## config.mk

```make
export PLATFORM = sky130hd
export DESIGN_NAME = servo_recipe_sequencer_top
export DESIGN_NICKNAME = d
export VERILOG_FILES = /design/src/rtl/srs_pkg.sv /design/src/rtl/srs_ram.sv /design/src/rtl/srs_store.sv /design/src/rtl/srs_exec.sv /design/src/rtl/servo_recipe_sequencer_top.sv
export SDC_FILE = /design/constraint.sdc
export NUM_CORES = 2
export LEC_CHECK = 0
export BUFFER_PORTS_ARGS = -buffer_cell sky130_fd_sc_hd__buf_2
export CAP_MARGIN = 20
export CELL_PAD_IN_SITES_DETAIL_PLACEMENT = 0
export CELL_PAD_IN_SITES_GLOBAL_PLACEMENT = 2
export CORE_ASPECT_RATIO = 0.6
export CORE_MARGIN = 2
export CORE_UTILIZATION = 48
export CTS_CLUSTER_DIAMETER = 30
export CTS_CLUSTER_SIZE = 40
export DETAILED_ROUTE_END_ITERATION = 8
export PLACE_DENSITY_LB_ADDON = 0.1
export SLEW_MARGIN = 20
export SYNTH_ARGS = -nofsm -noshare
export SYNTH_HDL_FRONTEND = slang
export SYNTH_HIERARCHICAL = 1
export SYNTH_SLANG_ARGS = --single-unit
export TNS_END_PERCENT = 5
```

## constraint.sdc

```tcl
create_clock -name clk -period 4.35 [get_ports clk]
set_clock_uncertainty 0.1 [all_clocks]
set_input_delay 0.6525 -clock clk [delete_from_list [all_inputs] [get_ports clk]]
set_output_delay 0.6525 -clock clk [all_outputs]
set_load 0.05 [all_outputs]
```

## src/rtl/srs_pkg.sv

```systemverilog
// ----------------------------------------------------------------------------
// srs_pkg
// Shared types and constants for the servo recipe sequencer: item kinds,
// recipe opcodes, result status codes, command characters and pulse widths.
// ----------------------------------------------------------------------------
package srs_pkg;

  // Field widths fixed by the item formats.
  localparam int MODE_W   = 2;
  localparam int CHAR_W   = 8;
  localparam int LIDX_W   = 7;
  localparam int WORD_W   = 8;
  localparam int OPC_W    = 3;
  localparam int ARG_W    = 5;
  localparam int POS_W    = 3;
  localparam int PULSE_W  = 15;
  localparam int STATUS_W = 3;
  localparam int PCOUT_W  = 8;
  localparam int CNT_W    = 5;
  localparam int NUM_POS  = 6;
  localparam int CIDX_W   = 3;

  // Stream widths: fields packed from bit 0, padded to whole bytes.
  localparam int IN_TDATA_W  = 24;
  localparam int OUT_TDATA_W = 32;

  // Highest servo position.
  localparam logic [POS_W-1:0] POS_MAX = 3'd5;

  // Kind of an input item.
  typedef enum logic [MODE_W-1:0] {
    MODE_TICK = 2'd0,
    MODE_CMD  = 2'd1,
    MODE_LOAD = 2'd2
  } mode_t;

  // Recipe opcodes in the top three bits of a word.
  typedef enum logic [OPC_W-1:0] {
    OPC_END     = 3'd0,
    OPC_MOV     = 3'd1,
    OPC_WAIT    = 3'd2,
    OPC_LOOP    = 3'd4,
    OPC_ENDLOOP = 3'd5,
    OPC_RESET   = 3'd7
  } opc_t;

  // Result status codes.
  typedef enum logic [STATUS_W-1:0] {
    ST_IDLE    = 3'd0,
    ST_EXEC    = 3'd1,
    ST_WAIT    = 3'd2,
    ST_PAUSED  = 3'd3,
    ST_RANGE   = 3'd4,
    ST_EXTREME = 3'd5,
    ST_ENDED   = 3'd6,
    ST_UNKNOWN = 3'd7
  } status_t;

  // Console command characters, lower case.
  localparam logic [CHAR_W-1:0] CH_PAUSE    = 8'h70;  // p
  localparam logic [CHAR_W-1:0] CH_CONTINUE = 8'h63;  // c
  localparam logic [CHAR_W-1:0] CH_RIGHT    = 8'h72;  // r
  localparam logic [CHAR_W-1:0] CH_LEFT     = 8'h6C;  // l
  localparam logic [CHAR_W-1:0] CH_NOP      = 8'h6E;  // n
  localparam logic [CHAR_W-1:0] CH_RESTART  = 8'h62;  // b
  localparam logic [CHAR_W-1:0] CH_UPPER_A  = 8'h41;
  localparam logic [CHAR_W-1:0] CH_UPPER_Z  = 8'h5A;
  localparam logic [CHAR_W-1:0] CH_CASE_OFS = 8'h20;

  // Pulse width registers after reset, in microseconds.
  localparam logic [PULSE_W-1:0] PULSE_RESET [NUM_POS] = '{
    15'd430, 15'd690, 15'd955, 15'd1220, 15'd1485, 15'd1750
  };

  // Channel state that does not depend on the store depth.
  typedef struct packed {
    logic             paused;
    logic [CNT_W-1:0] loop_cnt;
    logic [CNT_W-1:0] wait_cnt;
    logic [POS_W-1:0] pos;
  } srs_state_t;

endpackage

```

## src/rtl/srs_ram.sv

```systemverilog
// ----------------------------------------------------------------------------
// srs_ram
// Generic single-port-write, single-port-read RAM with a registered read.
// ----------------------------------------------------------------------------
module srs_ram #(
  parameter int WIDTH  = 8,
  parameter int DEPTH  = 128,
  parameter int ADDR_W = $clog2(DEPTH)
) (
  input  logic              clk,
  input  logic              we,
  input  logic [ADDR_W-1:0] waddr,
  input  logic [WIDTH-1:0]  wdata,
  input  logic              re,
  input  logic [ADDR_W-1:0] raddr,
  output logic [WIDTH-1:0]  rdata
);

  logic [WIDTH-1:0] mem [DEPTH];

  // Write port and registered read port.
  always_ff @(posedge clk) begin
    if (we) begin
      mem[waddr] <= wdata;
    end
    if (re) begin
      rdata <= mem[raddr];
    end
  end

endmodule

```

## src/rtl/srs_store.sv

```systemverilog
// ----------------------------------------------------------------------------
// srs_store
// Recipe word store: a RAM plus one valid bit per entry, so that an entry
// never loaded since reset reads as the zero (halt) word.
// ----------------------------------------------------------------------------
module srs_store #(
  parameter int DEPTH  = 128,
  parameter int ADDR_W = $clog2(DEPTH)
) (
  input  logic                      clk,
  input  logic                      rst_n,
  input  logic                      wr_en,
  input  logic [ADDR_W-1:0]         wr_addr,
  input  logic [srs_pkg::WORD_W-1:0] wr_data,
  input  logic                      rd_en,
  input  logic [ADDR_W-1:0]         rd_addr,
  output logic [srs_pkg::WORD_W-1:0] rd_data
);
  import srs_pkg::*;

  logic [DEPTH-1:0]  valid_r;
  logic              rd_valid_r;
  logic [WORD_W-1:0] ram_q;

  srs_ram #(
    .WIDTH  (WORD_W),
    .DEPTH  (DEPTH),
    .ADDR_W (ADDR_W)
  ) u_ram (
    .clk   (clk),
    .we    (wr_en),
    .waddr (wr_addr),
    .wdata (wr_data),
    .re    (rd_en),
    .raddr (rd_addr),
    .rdata (ram_q)
  );

  // Valid bits are set by loads and cleared only by reset.
  always_ff @(posedge clk) begin
    if (!rst_n) begin
      valid_r    <= '0;
      rd_valid_r <= 1'b0;
    end else begin
      if (wr_en) begin
        valid_r[wr_addr] <= 1'b1;
      end
      if (rd_en) begin
        rd_valid_r <= valid_r[rd_addr];
      end
    end
  end

  // An entry that was never loaded reads as zero.
  assign rd_data = rd_valid_r ? ram_q : '0;

endmodule

```

## src/rtl/srs_exec.sv

```systemverilog
// ----------------------------------------------------------------------------
// srs_exec
// Execute step: from the current channel state, the item kind, the command
// character and the recipe word at pc, forms the next state and the status.
// ----------------------------------------------------------------------------
module srs_exec #(
  parameter int RECIPE_DEPTH = 128,
  parameter int PC_W         = $clog2(RECIPE_DEPTH + 1)
) (
  input  srs_pkg::mode_t              mode,
  input  logic [srs_pkg::CHAR_W-1:0]  cmd_char,
  input  logic [srs_pkg::WORD_W-1:0]  word,
  input  srs_pkg::srs_state_t         st_in,
  input  logic [PC_W-1:0]             pc_in,
  input  logic [PC_W-1:0]             loop_start_in,
  output srs_pkg::srs_state_t         st_out,
  output logic [PC_W-1:0]             pc_out,
  output logic [PC_W-1:0]             loop_start_out,
  output srs_pkg::status_t            status
);
  import srs_pkg::*;

  opc_t             opc;
  logic [ARG_W-1:0] arg;
  logic [POS_W-1:0] arg_pos;
  logic [POS_W-1:0] travel;
  logic [CHAR_W-1:0] ch_low;
  logic [PC_W-1:0]  pc_inc;
  logic             pc_end;

  // Word decode, move distance and lower-cased command character.
  always_comb begin
    opc     = opc_t'(word[WORD_W-1 -: OPC_W]);
    arg     = word[ARG_W-1:0];
    arg_pos = arg[POS_W-1:0];
    travel  = (arg_pos > st_in.pos) ? (arg_pos - st_in.pos) : (st_in.pos - arg_pos);
    pc_inc  = pc_in + 1'b1;
    pc_end  = (pc_in >= PC_W'(RECIPE_DEPTH));
    if (cmd_char >= CH_UPPER_A && cmd_char <= CH_UPPER_Z) begin
      ch_low = cmd_char + CH_CASE_OFS;
    end else begin
      ch_low = cmd_char;
    end
  end

  // Next state and status.
  always_comb begin
    st_out         = st_in;
    pc_out         = pc_in;
    loop_start_out = loop_start_in;
    status         = ST_IDLE;
    case (mode)
      MODE_TICK: begin
        if (st_in.wait_cnt != '0) begin
          st_out.wait_cnt = st_in.wait_cnt - 1'b1;
          status          = ST_WAIT;
        end else if (st_in.paused) begin
          status = ST_PAUSED;
        end else if (pc_end || word == '0 || opc == OPC_END) begin
          status = ST_ENDED;
        end else begin
          case (opc)
            OPC_MOV: begin
              pc_out = pc_inc;
              if (arg > ARG_W'(POS_MAX)) begin
                status = ST_RANGE;
              end else begin
                st_out.wait_cnt = CNT_W'({travel, 1'b0});
                st_out.pos      = arg_pos;
                status          = ST_EXEC;
              end
            end
            OPC_WAIT: begin
              st_out.wait_cnt = arg;
              pc_out          = pc_inc;
              status          = ST_EXEC;
            end
            OPC_LOOP: begin
              st_out.loop_cnt = arg;
              loop_start_out  = pc_inc;
              pc_out          = pc_inc;
              status          = ST_EXEC;
            end
            OPC_ENDLOOP: begin
              if (st_in.loop_cnt != '0) begin
                pc_out          = loop_start_in;
                st_out.loop_cnt = st_in.loop_cnt - 1'b1;
              end else begin
                pc_out = pc_inc;
              end
              status = ST_EXEC;
            end
            OPC_RESET: begin
              pc_out = '0;
              status = ST_EXEC;
            end
            default: begin
              status = ST_UNKNOWN;
            end
          endcase
        end
      end
      MODE_CMD: begin
        case (ch_low)
          CH_PAUSE: begin
            st_out.paused = 1'b1;
            status        = ST_PAUSED;
          end
          CH_CONTINUE: begin
            st_out.paused = 1'b0;
          end
          CH_RIGHT: begin
            if (st_in.pos == '0) begin
              status = ST_EXTREME;
            end else begin
              st_out.pos      = st_in.pos - 1'b1;
              st_out.wait_cnt = CNT_W'(2);
              status          = ST_EXEC;
            end
          end
          CH_LEFT: begin
            if (st_in.pos >= POS_MAX) begin
              status = ST_EXTREME;
            end else begin
              st_out.pos      = st_in.pos + 1'b1;
              st_out.wait_cnt = CNT_W'(2);
              status          = ST_EXEC;
            end
          end
          CH_NOP: begin
            status = ST_IDLE;
          end
          CH_RESTART: begin
            pc_out        = '0;
            st_out.paused = 1'b0;
          end
          default: begin
            status = ST_UNKNOWN;
          end
        endcase
      end
      default: begin
        // Loads are handled by the store; the unused kind does nothing.
        status = ST_IDLE;
      end
    endcase
  end

endmodule

```

## src/rtl/servo_recipe_sequencer_top.sv

```systemverilog
// ----------------------------------------------------------------------------
// servo_recipe_sequencer_top
// One servo channel stepping through a recipe held in a word store, driven
// by ticks and console command characters, one result per item.
// ----------------------------------------------------------------------------
// When an item is accepted the recipe store is read at the program counter;
// the word arrives in the next cycle from the synchronous memory, and the
// item executes once the output register can take its result, so the input
// stays closed until then. The result sits in an output register, and the
// next item is accepted while that result waits. Loaded words are written in
// the cycle the load is accepted. The store comes out of reset reading all
// zero at once, with no clearing pass. Pulse width registers may be written
// at any time the block is idle.
module servo_recipe_sequencer_top #(
  parameter int RECIPE_DEPTH = 128
) (
  input  logic                               clk,
  input  logic                               rst_n,
  // Input items.
  input  logic                               in_tvalid,
  output logic                               in_tready,
  // in_tdata, from bit 0: cmd_char[7:0], load_index[14:8], load_word[22:15]
  input  logic [srs_pkg::IN_TDATA_W-1:0]     in_tdata,
  // in_tuser: mode[1:0]
  input  logic [srs_pkg::MODE_W-1:0]         in_tuser,
  // Results.
  output logic                               out_tvalid,
  input  logic                               out_tready,
  // out_tdata, from bit 0: position[2:0], pulse_width[17:3], status[20:18],
  // program_counter[28:21]
  output logic [srs_pkg::OUT_TDATA_W-1:0]    out_tdata,
  // Configuration writes.
  input  logic                               cfg_valid,
  output logic                               cfg_ready,
  input  logic [srs_pkg::CIDX_W-1:0]         cfg_index,
  input  logic [srs_pkg::PULSE_W-1:0]        cfg_data
);
  import srs_pkg::*;

  localparam int ADDR_W = $clog2(RECIPE_DEPTH);
  localparam int PC_W   = $clog2(RECIPE_DEPTH + 1);

  // Input field unpacking.
  logic [CHAR_W-1:0] in_cmd_char;
  logic [LIDX_W-1:0] in_load_index;
  logic [WORD_W-1:0] in_load_word;
  mode_t             in_mode;
  logic              in_fire;
  logic              load_en;

  assign in_cmd_char   = in_tdata[CHAR_W-1:0];
  assign in_load_index = in_tdata[CHAR_W +: LIDX_W];
  assign in_load_word  = in_tdata[CHAR_W + LIDX_W +: WORD_W];
  assign in_mode       = mode_t'(in_tuser);
  assign in_fire       = in_tvalid && in_tready;
  assign load_en       = in_fire && (in_mode == MODE_LOAD)
                         && (32'(in_load_index) < RECIPE_DEPTH);

  // Channel state.
  srs_state_t        st_r;
  logic [PC_W-1:0]   pc_r;
  logic [PC_W-1:0]   loop_start_r;
  logic [PULSE_W-1:0] pulse_r [NUM_POS];

  // Execute stage holding the accepted item while its word is read.
  logic              s1_valid_r;
  mode_t             s1_mode_r;
  logic [CHAR_W-1:0] s1_cmd_r;
  logic              s1_fire;

  // Output register.
  logic               out_valid_r;
  logic [POS_W-1:0]   out_pos_r;
  logic [PULSE_W-1:0] out_pulse_r;
  status_t            out_status_r;
  logic [PCOUT_W-1:0] out_pc_r;

  // Execute results.
  logic [WORD_W-1:0]  rd_word;
  srs_state_t         st_nxt;
  logic [PC_W-1:0]    pc_nxt;
  logic [PC_W-1:0]    loop_start_nxt;
  status_t            status_nxt;
  logic [PULSE_W-1:0] pulse_nxt;

  assign in_tready = !s1_valid_r;
  assign s1_fire   = s1_valid_r && (!out_valid_r || out_tready);
  assign cfg_ready = 1'b1;

  srs_store #(
    .DEPTH  (RECIPE_DEPTH),
    .ADDR_W (ADDR_W)
  ) u_store (
    .clk     (clk),
    .rst_n   (rst_n),
    .wr_en   (load_en),
    .wr_addr (ADDR_W'(in_load_index)),
    .wr_data (in_load_word),
    .rd_en   (in_fire),
    .rd_addr (pc_r[ADDR_W-1:0]),
    .rd_data (rd_word)
  );

  srs_exec #(
    .RECIPE_DEPTH (RECIPE_DEPTH),
    .PC_W         (PC_W)
  ) u_exec (
    .mode           (s1_mode_r),
    .cmd_char       (s1_cmd_r),
    .word           (rd_word),
    .st_in          (st_r),
    .pc_in          (pc_r),
    .loop_start_in  (loop_start_r),
    .st_out         (st_nxt),
    .pc_out         (pc_nxt),
    .loop_start_out (loop_start_nxt),
    .status         (status_nxt)
  );

  // Pulse width of the position after this item.
  always_comb begin
    case (st_nxt.pos)
      3'd0:    pulse_nxt = pulse_r[0];
      3'd1:    pulse_nxt = pulse_r[1];
      3'd2:    pulse_nxt = pulse_r[2];
      3'd3:    pulse_nxt = pulse_r[3];
      3'd4:    pulse_nxt = pulse_r[4];
      default: pulse_nxt = pulse_r[5];
    endcase
  end

  // Pulse width registers.
  always_ff @(posedge clk) begin
    if (!rst_n) begin
      for (int i = 0; i < NUM_POS; i++) begin
        pulse_r[i] <= PULSE_RESET[i];
      end
    end else if (cfg_valid && cfg_ready && (cfg_index < CIDX_W'(NUM_POS))) begin
      pulse_r[cfg_index] <= cfg_data;
    end
  end

  // Execute stage control and channel state update.
  always_ff @(posedge clk) begin
    if (!rst_n) begin
      s1_valid_r   <= 1'b0;
      st_r         <= '0;
      pc_r         <= '0;
      loop_start_r <= '0;
    end else begin
      if (in_fire) begin
        s1_valid_r <= 1'b1;
      end else if (s1_fire) begin
        s1_valid_r <= 1'b0;
      end
      if (s1_fire) begin
        st_r         <= st_nxt;
        pc_r         <= pc_nxt;
        loop_start_r <= loop_start_nxt;
      end
    end
  end

  // Item payload captured at acceptance.
  always_ff @(posedge clk) begin
    if (in_fire) begin
      s1_mode_r <= in_mode;
      s1_cmd_r  <= in_cmd_char;
    end
  end

  // Output register: filled by the execute stage, emptied by the consumer.
  always_ff @(posedge clk) begin
    if (!rst_n) begin
      out_valid_r <= 1'b0;
    end else if (s1_fire) begin
      out_valid_r <= 1'b1;
    end else if (out_tready) begin
      out_valid_r <= 1'b0;
    end
  end

  always_ff @(posedge clk) begin
    if (s1_fire) begin
      out_pos_r    <= st_nxt.pos;
      out_pulse_r  <= pulse_nxt;
      out_status_r <= status_nxt;
      out_pc_r     <= PCOUT_W'(pc_nxt);
    end
  end

  assign out_tvalid = out_valid_r;
  assign out_tdata  = {3'b000, out_pc_r, out_status_r, out_pulse_r, out_pos_r};

endmodule

```

==> metrics.txt <==
Final setup viols 0; WP data arrival 4.37 ns; Initial Utilization 48.7%; Yosys cell types 70; Worst Setup Path Type flip-flop to flip-flop; Die ar. 0.115 mm2; Max Cap Violations 0; post-layout util 56.7%; Top Ports 84; Setup WS pre-CTS 0.483 ns; Reg clk slew, reported paths 0.06 ns; largest net degree at the start of global routing 132; Slew HR 20.7%; post-route ant nets 0; PortBufs 78; Post-CTS Setup Inserts 0; fin crit share 90.9%; Vias 29700; commonest non-fill, non-tap cell in the layout edfxtp_1; Final Critical Period 3.95 ns; final WL 138 mm; clk_lat worst skew 0.78 ns; vias in the first global route 28900; most frequent cells in the layout edfxtp_1 (1161), mux4_2 (363), nor2_1 (254); first-pass iteration count of the detailed router 5; endpoints failing hold 0; worst endpoint required time 4.77 ns; RSZ-0062 raised after global routing no; end of the critical path out_pulse_r[13]; Synth Area per Inst 17.7 um2; DP HPWL 89.2 mm; worst setup path startpoint u_store/rd_valid_r; leak pwr 19.4 nW; sequential element share of the synthesized area 70.9%; initial antenna violation count 7; Area Growth Syn to Fin 16.4%; clock root cell clkbuf_16; Worst Max-Slew Pin Slew 1.18 ns; CTS max path bufs 3; Netlist Area Pre-Place 0.0537 mm2; placed cell areas 0.0562 mm2; Final nets 3308; CP Capture Type flip-flop; Post-synth EDFFs 1161; first-pass GRT wire length 200 mm; fillers 8449; reg2reg end out_pulse_r[13]; RePlAce Congestion 0.810; Final Cell Area 0.0625 mm2; Async S/R FF share, synth 0%; status complete, no violations; Core ar. 0.110 mm2; gate count of the mapped netlist 3043; total track usage 24.1%; type of element launching the critical path flip-flop; PwrDens 472 mW/mm2; Hold WC Path Type input pin to flip-flop; post-DR vias/cell 6.08; Initial DRC Count 3666; VDD IR max 413 uV; maximum clock rate 253 MHz; Max Slew Vio Count 0; CP max FO 26; CTS tree yes; Final Worst Setup Slack 0.396 ns; share of cells above drive strength 1 27.6%; Post-Route Setup TNS 0 ns; row cnt 94; Die W 436 um; Die Y 263 um; R2R Path Start u_store/rd_valid_r; Synth Flop Type edfxtp_1; DRC viols 0; clock sink count 1322; GRT overflow 0; post-synthesis register bit count 1322; wire per inst 28.3 um; cts bufs inserted 177; Yosys warnings 6; R2R setup slack 0.40 ns; Worst R2R Path Depth 11; H-tree level count 4
[worst min-delay path by stage]
stage,from,endpoint,slack (ns),cells after the start
5_1_grt,in_tvalid,s1_valid_r,0.06,3
3_5_place_dp,u_store/valid_r[90],u_store/valid_r[90],0.35,1
6_report,cfg_data[0],pulse_r[4][0],0.07,2
4_1_cts,cfg_data[0],pulse_r[4][0],0.01,2
3_3_place_gp,u_store/valid_r[123],u_store/valid_r[123],0.34,1
2_1_floorplan,u_store/valid_r[114],u_store/valid_r[114],0.34,1
[cells in the mapped netlist (19+ instances only)]
library cell | number | area (um2)
clkbuf_1 | 105 | 394
o22ai_1 | 20 | 125
o21ai_0 | 65 | 325
buf_1 | 19 | 71.3
nand2b_1 | 26 | 163
nor2_1 | 255 | 957
nor3_1 | 31 | 155
nor2b_1 | 120 | 751
mux2i_1 | 44 | 440
a21oi_1 | 156 | 781
buf_4 | 20 | 150
edfxtp_1 | 1161 | 34900
nand3_1 | 72 | 360
mux2_2 | 24 | 270
dfxtp_1 | 161 | 3220
buf_2 | 36 | 180
nand2_1 | 106 | 398
o21a_1 | 39 | 293
mux4_2 | 363 | 8180
inv_1 | 42 | 158
[routing by layer]
metal  vias to the layer above  global-route usage (%)  routed length (um)
met3                       172                    6.06               13300
li1                      12600                       -                   -
met1                     15800                    39.1               65200
met4                         0                    6.60                2560
met2                      1218                    32.1               57400
met5                         -                       0                   0
[through the flow]
stage / power, mW / hold slack, ns / std cells
floorplan: 14.6 / 0.335 / 3045
global placement: 15.0 / 0.341 / 4538
detailed placement: 15.0 / 0.353 / 4539
CTS: 29.8 / 0.0134 / 4884
global route: 30.4 / 0.0587 / 4889
finish: 29.5 / 0.0668 / 4889
[registers in the layout, summed over array words and instances (netlist names)]
name	count
u_store/rd_valid_r	1
st_r	14
out_pos_r	3
out_pc_r	8
u_store/u_ram/mem	1024
pulse_r	90
out_tvalid	1
u_store/u_ram/rdata	8
loop_start_r	8
out_status_r	3
u_store/valid_r	128
s1_cmd_r	8
s1_mode_r	2
pc_r	8
s1_valid_r	1
out_pulse_r	15
[what timing repair did]
| action | in CTS | in global routing |
|---|---|---|
| hold buffers | 10 | 0 |
| endpoints found under the setup margin | 0 | 0 |
| hold endpoints to repair | 10 | 0 |
| gates resized for setup | 0 | 0 |
[where the power goes]
part / leakage, nW / internal, mW / total, mW / switching, mW
sequential: 11.8 / 13.9 / 13.9 / 0.0431
combinational: 4.67 / 0.193 / 0.805 / 0.612
clock: 2.92 / 8.85 / 14.8 / 5.92
total: 19.4 / 22.9 / 29.5 / 6.57
[kinds of logic after synthesis]
group	synth area share (%)
XOR/XNOR	0.147
other	0.0140
multiplexers	16.5
adder cells (fa/ha/maj)	0.401
AND/OR/NAND/NOR	6.20
AO/OA/AOI/OAI	3.89
buffers and inverters	1.90
flip-flops	70.9
[layout make-up]
type / instances / area [um2] / share of cell area, %
Sequential cell: 1322 / 38100 / 61.0
Multi-Input combinational cell: 1495 / 14700 / 23.5
Tap cell: 1488 / 1860 / 2.98
Timing Repair Buffer: 205 / 1580 / 2.52
Clock inverter: 143 / 1560 / 2.49
Antenna cell: 2 / 5.00 / 0.00801
Inverter: 42 / 158 / 0.252
Clock buffer: 192 / 4580 / 7.33
[worst max-delay path, cell delays in order (launching register included)]
cell and delay (ns):
dfxtp_1 0.52, and2_1 0.38, nor3_1 0.15, or4_1 0.67, nor2_1 0.30, nor2_1 0.07, a21oi_1 0.15, o22a_2 0.31
buf_4 0.39, mux2i_1 0.31, o22ai_1 0.12, a21o_1 0.17
(Power assumes the default switching activity.)
